===== config.mk =====
export PLATFORM = sky130hd
export DESIGN_NAME = plln_cordic
export DESIGN_NICKNAME = d
export VERILOG_FILES = /design/src/hdl/plln_pkg.sv /design/src/hdl/plln_cordic.sv
export SDC_FILE = /design/constraint.sdc
export NUM_CORES = 1
export LEC_CHECK = 0
export ABC_AREA = 1
export BUFFER_PORTS_ARGS = -buffer_cell sky130_fd_sc_hd__buf_2
export CAP_MARGIN = 20
export CORE_MARGIN = 2
export CORE_UTILIZATION = 60
export DETAILED_ROUTE_END_ITERATION = 8
export PLACE_DENSITY = 0.82
export SLEW_MARGIN = 20
export SYNTH_ARGS = -nofsm -noshare
export SYNTH_HDL_FRONTEND = slang
export SYNTH_SLANG_ARGS = --single-unit

===== constraint.sdc =====
create_clock -name aclk -period 5.4 [get_ports aclk]
set_input_delay 0.54 -clock aclk [delete_from_list [all_inputs] [get_ports aclk]]
set_output_delay 0.54 -clock aclk [all_outputs]
set_load 0.1 [all_outputs]

===== src/hdl/plln_pkg.sv =====
`timescale 1ns / 1ps
`default_nettype none
// ----------------------------------------------------------------------------
// plln_pkg
// Shared types, constants and the arctangent table for the pilot PLL / NCO.
// ----------------------------------------------------------------------------
package plln_pkg;

    localparam int PHASE_FRACTION_BITS_DEF = 32;
    localparam int SAMPLE_WIDTH_DEF        = 16;
    localparam int CORDIC_STEPS_DEF        = 16;

    // loop gain coefficients, Q.16
    localparam logic [17:0] KP_COEF = 18'd174719;
    localparam logic [17:0] KI_COEF = 18'd232980;

    // CORDIC seed, pre-divided by the rotation gain
    localparam logic [31:0] CORDIC_X0 = 32'd652032874;

    localparam logic [31:0] RST_PHASE_INC = 32'd340018244;
    localparam logic [6:0]  RST_NCO_SCALE = 7'd32;
    localparam logic [31:0] RST_PHASE_ADJ = 32'd0;
    localparam logic [15:0] RST_LOOP_BW   = 16'd655;
    localparam logic signed [15:0] TRIG_ONE = 16'sd32767;

    typedef enum logic [1:0] {
        REG_PHASE_INC = 2'd0,
        REG_NCO_SCALE = 2'd1,
        REG_PHASE_ADJ = 2'd2,
        REG_LOOP_BW   = 2'd3
    } reg_idx_t;

    typedef enum logic [4:0] {
        ST_IDLE,
        ST_MUL_X,
        ST_MUL_Y,
        ST_VEC_GO,
        ST_VEC_WAIT,
        ST_GAIN_KP,
        ST_GAIN_SQ,
        ST_GAIN_KI,
        ST_ERR_KI,
        ST_ERR_KP,
        ST_UPDATE,
        ST_ROT1_GO,
        ST_ROT1_WAIT,
        ST_ROT1_FIN,
        ST_SCALE,
        ST_ROT2_GO,
        ST_ROT2_WAIT,
        ST_ROT2_FIN
    } plln_state_t;

    typedef struct packed {
        logic start;
        logic vectoring;
    } cordic_cmd_t;

    typedef struct packed {
        logic busy;
        logic done;
    } cordic_stat_t;

    // atan(2^-i) in cycles times 2^32
    function automatic logic [31:0] atan_at(input logic [4:0] i);
        logic [31:0] a;
        case (i)
            5'd0:    a = 32'd536870912;
            5'd1:    a = 32'd316933405;
            5'd2:    a = 32'd167458907;
            5'd3:    a = 32'd85004756;
            5'd4:    a = 32'd42667331;
            5'd5:    a = 32'd21354465;
            5'd6:    a = 32'd10679838;
            5'd7:    a = 32'd5340245;
            5'd8:    a = 32'd2670163;
            5'd9:    a = 32'd1335087;
            5'd10:   a = 32'd667544;
            5'd11:   a = 32'd333772;
            5'd12:   a = 32'd166886;
            5'd13:   a = 32'd83443;
            5'd14:   a = 32'd41722;
            5'd15:   a = 32'd20861;
            5'd16:   a = 32'd10430;
            5'd17:   a = 32'd5215;
            5'd18:   a = 32'd2608;
            5'd19:   a = 32'd1304;
            5'd20:   a = 32'd652;
            5'd21:   a = 32'd326;
            5'd22:   a = 32'd163;
            5'd23:   a = 32'd81;
            default: a = 32'd0;
        endcase
        return a;
    endfunction

endpackage
`default_nettype wire


===== src/hdl/plln_cordic.sv =====
`timescale 1ns / 1ps
`default_nettype none
// ----------------------------------------------------------------------------
// plln_cordic
// Shared CORDIC unit, one micro-rotation per clock, vectoring or rotation.
// ----------------------------------------------------------------------------
module plln_cordic import plln_pkg::*; #(
    parameter int CW    = 34,
    parameter int ZW    = 34,
    parameter int FRAC  = PHASE_FRACTION_BITS_DEF,
    parameter int STEPS = CORDIC_STEPS_DEF
) (
    input  wire logic                 aclk,
    input  wire logic                 aresetn,
    input  wire cordic_cmd_t          cmd,
    input  wire logic signed [CW-1:0] x_in,
    input  wire logic signed [CW-1:0] y_in,
    input  wire logic signed [ZW-1:0] z_in,
    output cordic_stat_t              stat,
    output logic signed [CW-1:0]      x_out,
    output logic signed [CW-1:0]      y_out,
    output logic signed [ZW-1:0]      z_out
);

    localparam int NW = $clog2(STEPS);
    localparam int SL = (FRAC >= 32) ? FRAC - 32 : 0;
    localparam int SR = (FRAC >= 32) ? 0 : 32 - FRAC;

    logic signed [CW-1:0] x_reg, y_reg, x_next, y_next;
    logic signed [ZW-1:0] z_reg, z_next;
    logic [NW-1:0]        iter_reg;
    logic                 busy_reg, done_reg, vec_reg;

    logic signed [CW-1:0] dx, dy;
    logic [63:0]          a_wide;
    logic signed [ZW-1:0] a;
    logic                 up;

    always_comb begin
        dx     = y_reg >>> iter_reg;
        dy     = x_reg >>> iter_reg;
        a_wide = (64'(atan_at(5'(iter_reg))) << SL) >> SR;
        a      = ZW'(a_wide);
        // vectoring drives y to zero, rotation drives z to zero
        up     = vec_reg ? !(y_reg > 0) : (z_reg >= 0);
        if (up) begin
            x_next = x_reg - dx;
            y_next = y_reg + dy;
            z_next = z_reg - a;
        end else begin
            x_next = x_reg + dx;
            y_next = y_reg - dy;
            z_next = z_reg + a;
        end
    end

    always_ff @(posedge aclk) begin
        if (!aresetn) begin
            busy_reg <= 1'b0;
            done_reg <= 1'b0;
            iter_reg <= '0;
        end else begin
            done_reg <= 1'b0;
            if (cmd.start) begin
                busy_reg <= 1'b1;
                iter_reg <= '0;
            end else if (busy_reg) begin
                iter_reg <= iter_reg + 1'b1;
                if (iter_reg == NW'(STEPS - 1)) begin
                    busy_reg <= 1'b0;
                    done_reg <= 1'b1;
                end
            end
        end
    end

    always_ff @(posedge aclk) begin
        if (cmd.start) begin
            x_reg   <= x_in;
            y_reg   <= y_in;
            z_reg   <= z_in;
            vec_reg <= cmd.vectoring;
        end else if (busy_reg) begin
            x_reg <= x_next;
            y_reg <= y_next;
            z_reg <= z_next;
        end
    end

    assign stat.busy = busy_reg;
    assign stat.done = done_reg;
    assign x_out     = x_reg;
    assign y_out     = y_reg;
    assign z_out     = z_reg;

endmodule
`default_nettype wire


==> results.md, run 1 <==
STA:
- The share of the clock period used by the worst path is 0.9480.
- For the pin with the worst max-slew slack, the measured transition is 0.9322 ns.
- Setup repair after global routing left no endpoint under its margin.
- The tightest slew margin relative to the limit is 0.3762.
- The final number of setup-violating endpoints is 0.
- Summed over all failing endpoints, the final setup total negative slack is 0 ns.
- The maximum clock frequency is 195.4 MHz.
- The count of endpoints failing hold in the final timing report is 0.
- The number of pins with negative max-slew slack in the final report is 0.
- For the final database, setup skew stands at 0.01880 ns.
- The final critical delay including setup and external delays is 5.119 ns.

Logic synthesis:
- In this run, synthesis inferred 103 flip-flops with an integrated enable.
- For this run, the leading register cell type out of synthesis is sky130_fd_sc_hd__edfxtp_1.
- After synthesis, the cell types taking the most area are sky130_fd_sc_hd__nand2_1, sky130_fd_sc_hd__edfxtp_1, sky130_fd_sc_hd__nand3_1, sky130_fd_sc_hd__ha_1, sky130_fd_sc_hd__nor2_1.
- The cell count after synthesis is 2805.
- The most area-hungry cell type in the Yosys netlist is sky130_fd_sc_hd__nand2_1.
- The mean area per synthesized cell is 6.157 sq um.
- The count of warnings emitted by yosys is 0.
- The share of synthesized area in the top cell type comes to 0.1856.
- The number of nets in the synthesized netlist is 3025.
- Synthesis instantiated 50 different standard cells from the library.
- The mapped netlist covers 17270 sq um.
- The share of synthesized flip-flops with an asynchronous set or reset is 0.
- The share of the Yosys chip area taken by registers is 0.2208.
- The total of flip-flops plus latches after synthesis is 139.

Layout:
- The synthesis-to-finish area growth is 10.61%.
- The final core area utilization is 0.6692.
- The finished layout holds between 3000 and 4000 standard cells, fillers aside.
- The share of final-layout standard cells stronger than drive strength 1 is 0.1311.
- The area of all placed cells without fillers is between 15000 and 20000 sq um.
- After the last flow step, the layout net total stands at 3181.

Route:
- The detailed-route vias per instance is 5.949.
- The number of DRC violations after detailed routing is 2.
- The first detailed-routing pass took 9 iterations.
- The DRC violation total after the first TritonRoute iteration is 2230.
- Once detail routing completed, the nets flagged for antenna violations numbered 0.
- The via count of the routed design is 19990.
- The average routed wire per standard cell is 17.50 um.
- The wire length reported by the detailed router is 58790 um.

Clocking:
- In this run, CTS created clock tree buffers numbering 17.
- The buffers inserted during post-CTS setup optimization is 0.
- The number of buffers on the longest clock path is 2.
- The worst-skew pair later-pin latency is between 0.4 and 0.5 ns.
- TritonCTS built the clock tree.
- In this run the number of H-tree levels came out at 4.
- The root buffer cell is sky130_fd_sc_hd__clkbuf_16.
- After clock tree synthesis, the clock-pin slew on the worst setup and hold paths is 0.06 ns.
- The clock net sink count is 139.

Floorplanning:
- The effective utilization at floorplan is 0.6050.
- The horizontal die dimension is 173.7 um.
- The I/O pin count is 210.
- The core area is 28550 sq um.
- The cell row count is between 60 and 70.
- Measured along the y axis, the die boundary spans 173.7 um.
- The die area is 30160 sq um.

GRT:
- The global-route usage over all layers is 0.3795.
- The via count of the first global-routing pass is about 18000.
- Summed over all layers, the global routing overflow is 0.
- The maximum number of pins on one net before global-route repair is 71.
- The global-route wire length before repair is 92630 um.
- The number of antenna violations at the first check in global routing came to 2.

Placed design:
- The number of I/O port buffers is 209.
- The global placement routability congestion is 0.9765.
- Counting tap cells, the placed design contains a total of between 3000 and 4000 instances.
- The detailed-placement wirelength estimate is about 46000 um.
- The placed instance area is 18510 sq um.

Critical path:
- The most critical setup path has its endpoint at x_out[18]$_DFFE_PP_.
- The worst setup path is launched from a flop.
- The worst register-to-register path ends at x_out[18]$_DFFE_PP_.
- Counting cells, the worst reg-to-reg path comes to 19.
- For the worst setup path, the data arrival time is 5.31 ns.
- The largest fanout on the critical path is 17.
- The setup check on the worst reg-to-reg path leaves a slack of ~0.28 ns.
- For the worst setup path, the data required time is ~5.6 ns.
- The kind of critical path is flop to flop.
- The worst register-to-register path begins at y_out[8]$_DFFE_PP_.
- The critical path starts at y_out[8]$_DFFE_PP_.
- The worst setup path is captured at a flop.

Run:
- The tool flagged a number of max-cap violations equal to 0.

Min path:
- The class of the most critical hold timing path is primary input to flop.

Run status:
- The flow ran to the end, but the final reports show violations.
- The final reports fail on DRC.
==> placed cells by master, fill, tap and decap left out, types with 19 or more instances in the layout <==
cell                         n
sky130_fd_sc_hd__o21ai_0   121
sky130_fd_sc_hd__dfxtp_1    33
sky130_fd_sc_hd__nor2_1    243
sky130_fd_sc_hd__buf_2     208
sky130_fd_sc_hd__or2_2      64
sky130_fd_sc_hd__nand4_1    21
sky130_fd_sc_hd__xor2_1     57
sky130_fd_sc_hd__edfxtp_1  103
sky130_fd_sc_hd__nor3_1     31
sky130_fd_sc_hd__buf_4      23
sky130_fd_sc_hd__nand2_1   852
sky130_fd_sc_hd__o21bai_1   19
sky130_fd_sc_hd__nand3_1   447
sky130_fd_sc_hd__a21oi_1   161
sky130_fd_sc_hd__ha_1      111
sky130_fd_sc_hd__inv_1     241
sky130_fd_sc_hd__xnor2_1    40
sky130_fd_sc_hd__a31oi_1    21
==> per-stage QoR <==
stage	hold slack, ns	setup slack (ns)
2_1_floorplan	0.4674	0.8123
3_3_place_gp	0.5475	0.5072
3_5_place_dp	0.5720	0.3875
4_1_cts	0.3016	0.3775
5_1_grt	0.3135	0.05327
6_report	0.3119	0.2810
==> cells by family after synthesis <==
logic type,Yosys count,synth area share
buffers and inverters,346,0.08295
adder cells (fa/ha/maj),114,0.08389
flip-flops,139,0.2208
AND/OR/NAND/NOR,1714,0.4332
XOR/XNOR,97,0.04919
AO/OA/AOI/OAI,395,0.1300
==> timing repair <==
action / in CTS / in global routing
setup endpoints to repair: 0 / 3
hold buffers: 0 / 0
resized for setup: 0 / 5
==> critical path, cell delays in order, from the launching register on <==
cell and delay [ns]:
sky130_fd_sc_hd__edfxtp_1 0.53, sky130_fd_sc_hd__nor2_1 0.14, sky130_fd_sc_hd__nand2_1 0.11, sky130_fd_sc_hd__nor3b_1 0.44, sky130_fd_sc_hd__nand4_1 0.25, sky130_fd_sc_hd__nand2_1 0.13
sky130_fd_sc_hd__nand2_2 0.08, sky130_fd_sc_hd__inv_2 0.37, sky130_fd_sc_hd__buf_4 0.26, sky130_fd_sc_hd__nor2_1 0.08, sky130_fd_sc_hd__xor2_1 0.20, sky130_fd_sc_hd__ha_1 0.31
sky130_fd_sc_hd__a21oi_1 0.23, sky130_fd_sc_hd__a21boi_0 0.40, sky130_fd_sc_hd__o21ai_1 0.17, sky130_fd_sc_hd__a21oi_1 0.51, sky130_fd_sc_hd__o21bai_1 0.21, sky130_fd_sc_hd__or2_2 0.31
sky130_fd_sc_hd__nand3_1 0.07, sky130_fd_sc_hd__nand2_1 0.06
==> synth_stat cells, types with 5 or more instances <==
master                       n
sky130_fd_sc_hd__a21o_1     14
sky130_fd_sc_hd__a21oi_1   161
sky130_fd_sc_hd__a31oi_1    21
sky130_fd_sc_hd__buf_1       8
sky130_fd_sc_hd__buf_2      32
sky130_fd_sc_hd__buf_4       7
sky130_fd_sc_hd__buf_6       9
sky130_fd_sc_hd__clkbuf_1   40
sky130_fd_sc_hd__dfxtp_1    36
sky130_fd_sc_hd__edfxtp_1  103
sky130_fd_sc_hd__ha_1      111
sky130_fd_sc_hd__inv_1     242
sky130_fd_sc_hd__inv_2       5
sky130_fd_sc_hd__nand2_1   854
sky130_fd_sc_hd__nand2_2    11
sky130_fd_sc_hd__nand3_1   447
sky130_fd_sc_hd__nand3_2     8
sky130_fd_sc_hd__nand4_1    21
sky130_fd_sc_hd__nor2_1    243
sky130_fd_sc_hd__nor2_2      6
sky130_fd_sc_hd__nor3_1     31
sky130_fd_sc_hd__nor4_1     11
sky130_fd_sc_hd__o21a_1     10
sky130_fd_sc_hd__o21ai_0   121
sky130_fd_sc_hd__o21ai_1     8
sky130_fd_sc_hd__o21ai_2    11
sky130_fd_sc_hd__o21bai_1   19
sky130_fd_sc_hd__o221ai_1    5
sky130_fd_sc_hd__o31ai_1     5
sky130_fd_sc_hd__or2_2      64
sky130_fd_sc_hd__xnor2_1    40
sky130_fd_sc_hd__xor2_1     57
==> worst min path at each step <==
stage / start / to / slack, ns / depth (start not counted)
2_1_floorplan: busy_reg$_SDFF_PN0_ / done_reg$_SDFF_PP0_ / 0.47 / 2
3_3_place_gp: busy_reg$_SDFF_PN0_ / done_reg$_SDFF_PP0_ / 0.55 / 2
3_5_place_dp: busy_reg$_SDFF_PN0_ / done_reg$_SDFF_PP0_ / 0.57 / 2
4_1_cts: cmd[0] / vec_reg$_DFFE_PP_ / 0.30 / 1
5_1_grt: cmd[0] / vec_reg$_DFFE_PP_ / 0.31 / 1
6_report: cmd[0] / vec_reg$_DFFE_PP_ / 0.31 / 1
==> final cells by class <==
class | count | area (sq um)
well taps | 384 | 480.5
clock inverters | 12 | 107.6
multi-input cells | 2320 | 12030
fillers | 2668 | 9444
repair buffers | 233 | 1245
clock buffers | 20 | 469.2
flip-flops and latches | 139 | 3817
diodes | 2 | 5.005
inverters | 250 | 944.7
==> metal layers <==
metal	routed length [um]	global-route usage
met3	5475	0.08311
met5	29	0
met1	23970	0.4816
met4	2603	0.1621
met2	26700	0.6240
Power of run 1 is left out: the tool's default activity adds up to more than one toggle a clock period on the data nets, which glitch-free logic cannot reach.
==> run 2: changes to the inputs <==
Settings changed: BUFFER_PORTS_ARGS -buffer_cell sky130_fd_sc_hd__buf_2 to unset, DONT_BUFFER_PORTS set to 1, PLACE_DENSITY 0.82 to 0.76.
==> results.md, run 2 (synthesis gave the netlist of run 1 again) <==
Run status:
- The flow ran to the end, and the final reports show no timing, DRC or antenna violations.

Layout:
- The net count of the finished layout is 3054.
- In the final layout, the share of cells above drive strength 1 is 0.09273.
- The number of inserted filler cells in the final layout is between 2000 and 3000.
- 0 antenna diodes ended up in the layout.
- The most common library cell in the layout ignoring fill and taps is sky130_fd_sc_hd__nand2_1.
- Summing all flip-flop and latch instances after layout gives 3817 sq um.
- The finished cells cover around 19000 sq um.
- Summing all multi-input logic gate instances after layout gives 12040 sq um.
- The synthesis-to-finish area growth is 8.245%.
- In the layout the commonest cells are sky130_fd_sc_hd__nand2_1, sky130_fd_sc_hd__nand3_1, sky130_fd_sc_hd__nor2_1, sky130_fd_sc_hd__inv_1, sky130_fd_sc_hd__a21oi_1.

Critical path:
- Grouping stages by cell kind, the critical path spends the most delay in simple AND/OR/NAND/NOR gates.
- The largest fanout on the critical path is between 50 and 60.
- The kind of critical path is flop to flop.
- The slowest stage of the critical path is the sky130_fd_sc_hd__a21oi_1 cell.
- The data arrival at the endpoint of the critical path is 5.28 ns.
- Counting both buffers and inverters, the worst setup path holds a total of 2.
- The peak per-stage delay on the critical path is 0.36 ns.
- STA puts the critical path data required time at between 5 and 6 ns.
- The critical path goes through buf_4 -> nand2_1 -> nand3_1 -> nand3_1 -> nand3_1 -> nand2_1 -> ha_1 -> inv_1 -> nor3_4 -> nand2_1 -> nor2_1 -> xor2_1 -> o21ai_0 -> ha_1 -> a21oi_1 -> o21ai_0 -> o21bai_1 -> or2_2 -> a21oi_1 -> o21ai_0 -> or2_2 -> nand3_1 -> nand2_1.
- The type of element launching the critical path is a flop.
- The worst setup path is captured at a flop.

Placed design:
- The detailed-placement wirelength estimate is 45540 um.
- The number of I/O port buffers is 0.
- The global placement routability congestion is approximately 0.99.
- The placed instances occupy a cell area of ~18000 sq um.

Floorplanning:
- The horizontal die dimension is 173.7 um.
- Pin placement for this block handled between 200 and 250 I/O pins.
- The core area is approximately 29000 sq um.
- The die area is 30160 sq um.
- The initial utilization of the core area, before any placement, comes to 0.6050.
- In this run the vertical extent of the chip is 173.7 um.
- The cell row count is 62.

GRT:
- The via count of the first global-routing pass came to 17590.
- The number of antenna violations at the first check in global routing is 0.
- Global routing finished with a remaining overflow of 0.
- The global-route wire length before repair is 90650 um.
- Entering global routing, the biggest net connects roughly 110 pins.
- The global-route usage over all layers is 0.3732.

STA:
- For the final routed database, the setup TNS stands at 0 ns.
- The count of endpoints failing hold in the final timing report is 0.
- The share of the clock period used by the worst path is 0.9382.
- The clock period could shrink to 5.066 ns.
- The transition time at the pin with the least slew margin is 1.149 ns.
- Between clock sinks in the finished design, the worst skew comes to 0.01958 ns.
- The number of pins with negative max-slew slack in the final report is 0.
- Setup violations remaining at the end of the flow were counted as 0.
- The maximum clock frequency is about 200 MHz.
- The tightest slew margin relative to the limit is 0.2330.
- Setup repair after global routing left no endpoint under its margin.

Route:
- In the routed layout, each cell is associated on average with a via count of 6.014.
- For this run, design rule violations remaining after detail routing come to 0.
- The final antenna-violating net count is 0.
- For this run, the detailed router's first-pass iteration total came to 5.
- The wire length reported by the detailed router is 57720 um.
- For this block, the via count after detailed routing is 19430.
- The DRC violation total after the first TritonRoute iteration is 2302.
- The average routed wire per standard cell is 17.86 um.

Run:
- The max capacitance violation total is 0.

Clocking:
- The clock transition at the register clock pins on the worst setup and hold paths after CTS is 0.07 ns.
- The worst-skew pair later-pin latency is about 0.46 ns.
- Counting along the longest clock path gives a buffer depth of 2.
- Clock tree synthesis inserted a total of 17 buffers.
- The clock tree from TritonCTS is built.
- Buffers added to address setup during post-CTS repair amount to 0.
- The maximum level of the CTS H-tree is 4.
- The root buffer cell is sky130_fd_sc_hd__clkbuf_16.
- The clock net sink count is ~140.

Min path:
- The class of the most critical hold timing path is primary input to flop.
run 2: stage by stage:
step | setup WS (ns) | hold slack [ns] | util | instances
6_report | 0.3340 | 0.1874 | 0.6548 | 3231
5_1_grt | 0.05993 | 0.1785 | 0.6548 | 3231
4_1_cts | 0.3145 | 0.1806 | 0.6544 | 3231
3_5_place_dp | 0.3361 | 0.6390 | 0.6338 | 3199
3_3_place_gp | 0.5105 | 0.6389 | 0.6338 | 3199
2_1_floorplan | 0.8123 | 0.4674 | - | 2805
run 2: layout make-up:
type                            instances  share of cell area
Clock buffer                           18             0.02409
Clock inverter                         14            0.007362
Inverter                              250             0.05053
Multi-Input combinational cell       2320              0.6440
Sequential cell                       139              0.2042
Tap cell                              384             0.02570
Timing Repair Buffer                  106             0.04411
run 2: worst paths after layout:
check / from / end / slack, ns / cells past startpoint
max reg2reg: iter_reg[0]$_SDFFE_PP0P_ / x_out[25]$_DFFE_PP_ / 0.33 / 23
min: cmd[0] / vec_reg$_DFFE_PP_ / 0.19 / 0
max: iter_reg[0]$_SDFFE_PP0P_ / x_out[25]$_DFFE_PP_ / 0.33 / 23
min reg2reg: y_out[0]$_DFFE_PP_ / y_out[0]$_DFFE_PP_ / 0.75 / 3
run 2: repair_timing:
item	in CTS	in global routing
resized for setup	0	6
hold buffers	0	0
hold endpoints to repair	0	0
endpoints found under the setup margin	0	4
run 2: routing by layer:
layer | part of all wire | up-vias | global-route usage
met1 | 0.41 | 8821 | 0.4773
met2 | 0.46 | 994 | 0.6122
met3 | 0.085 | 166 | 0.06031
met5 | 0 | - | 0
li1 | - | 9450 | -
met4 | 0.052 | 0 | 0.1880
Power of run 2 is left out for the same reason.
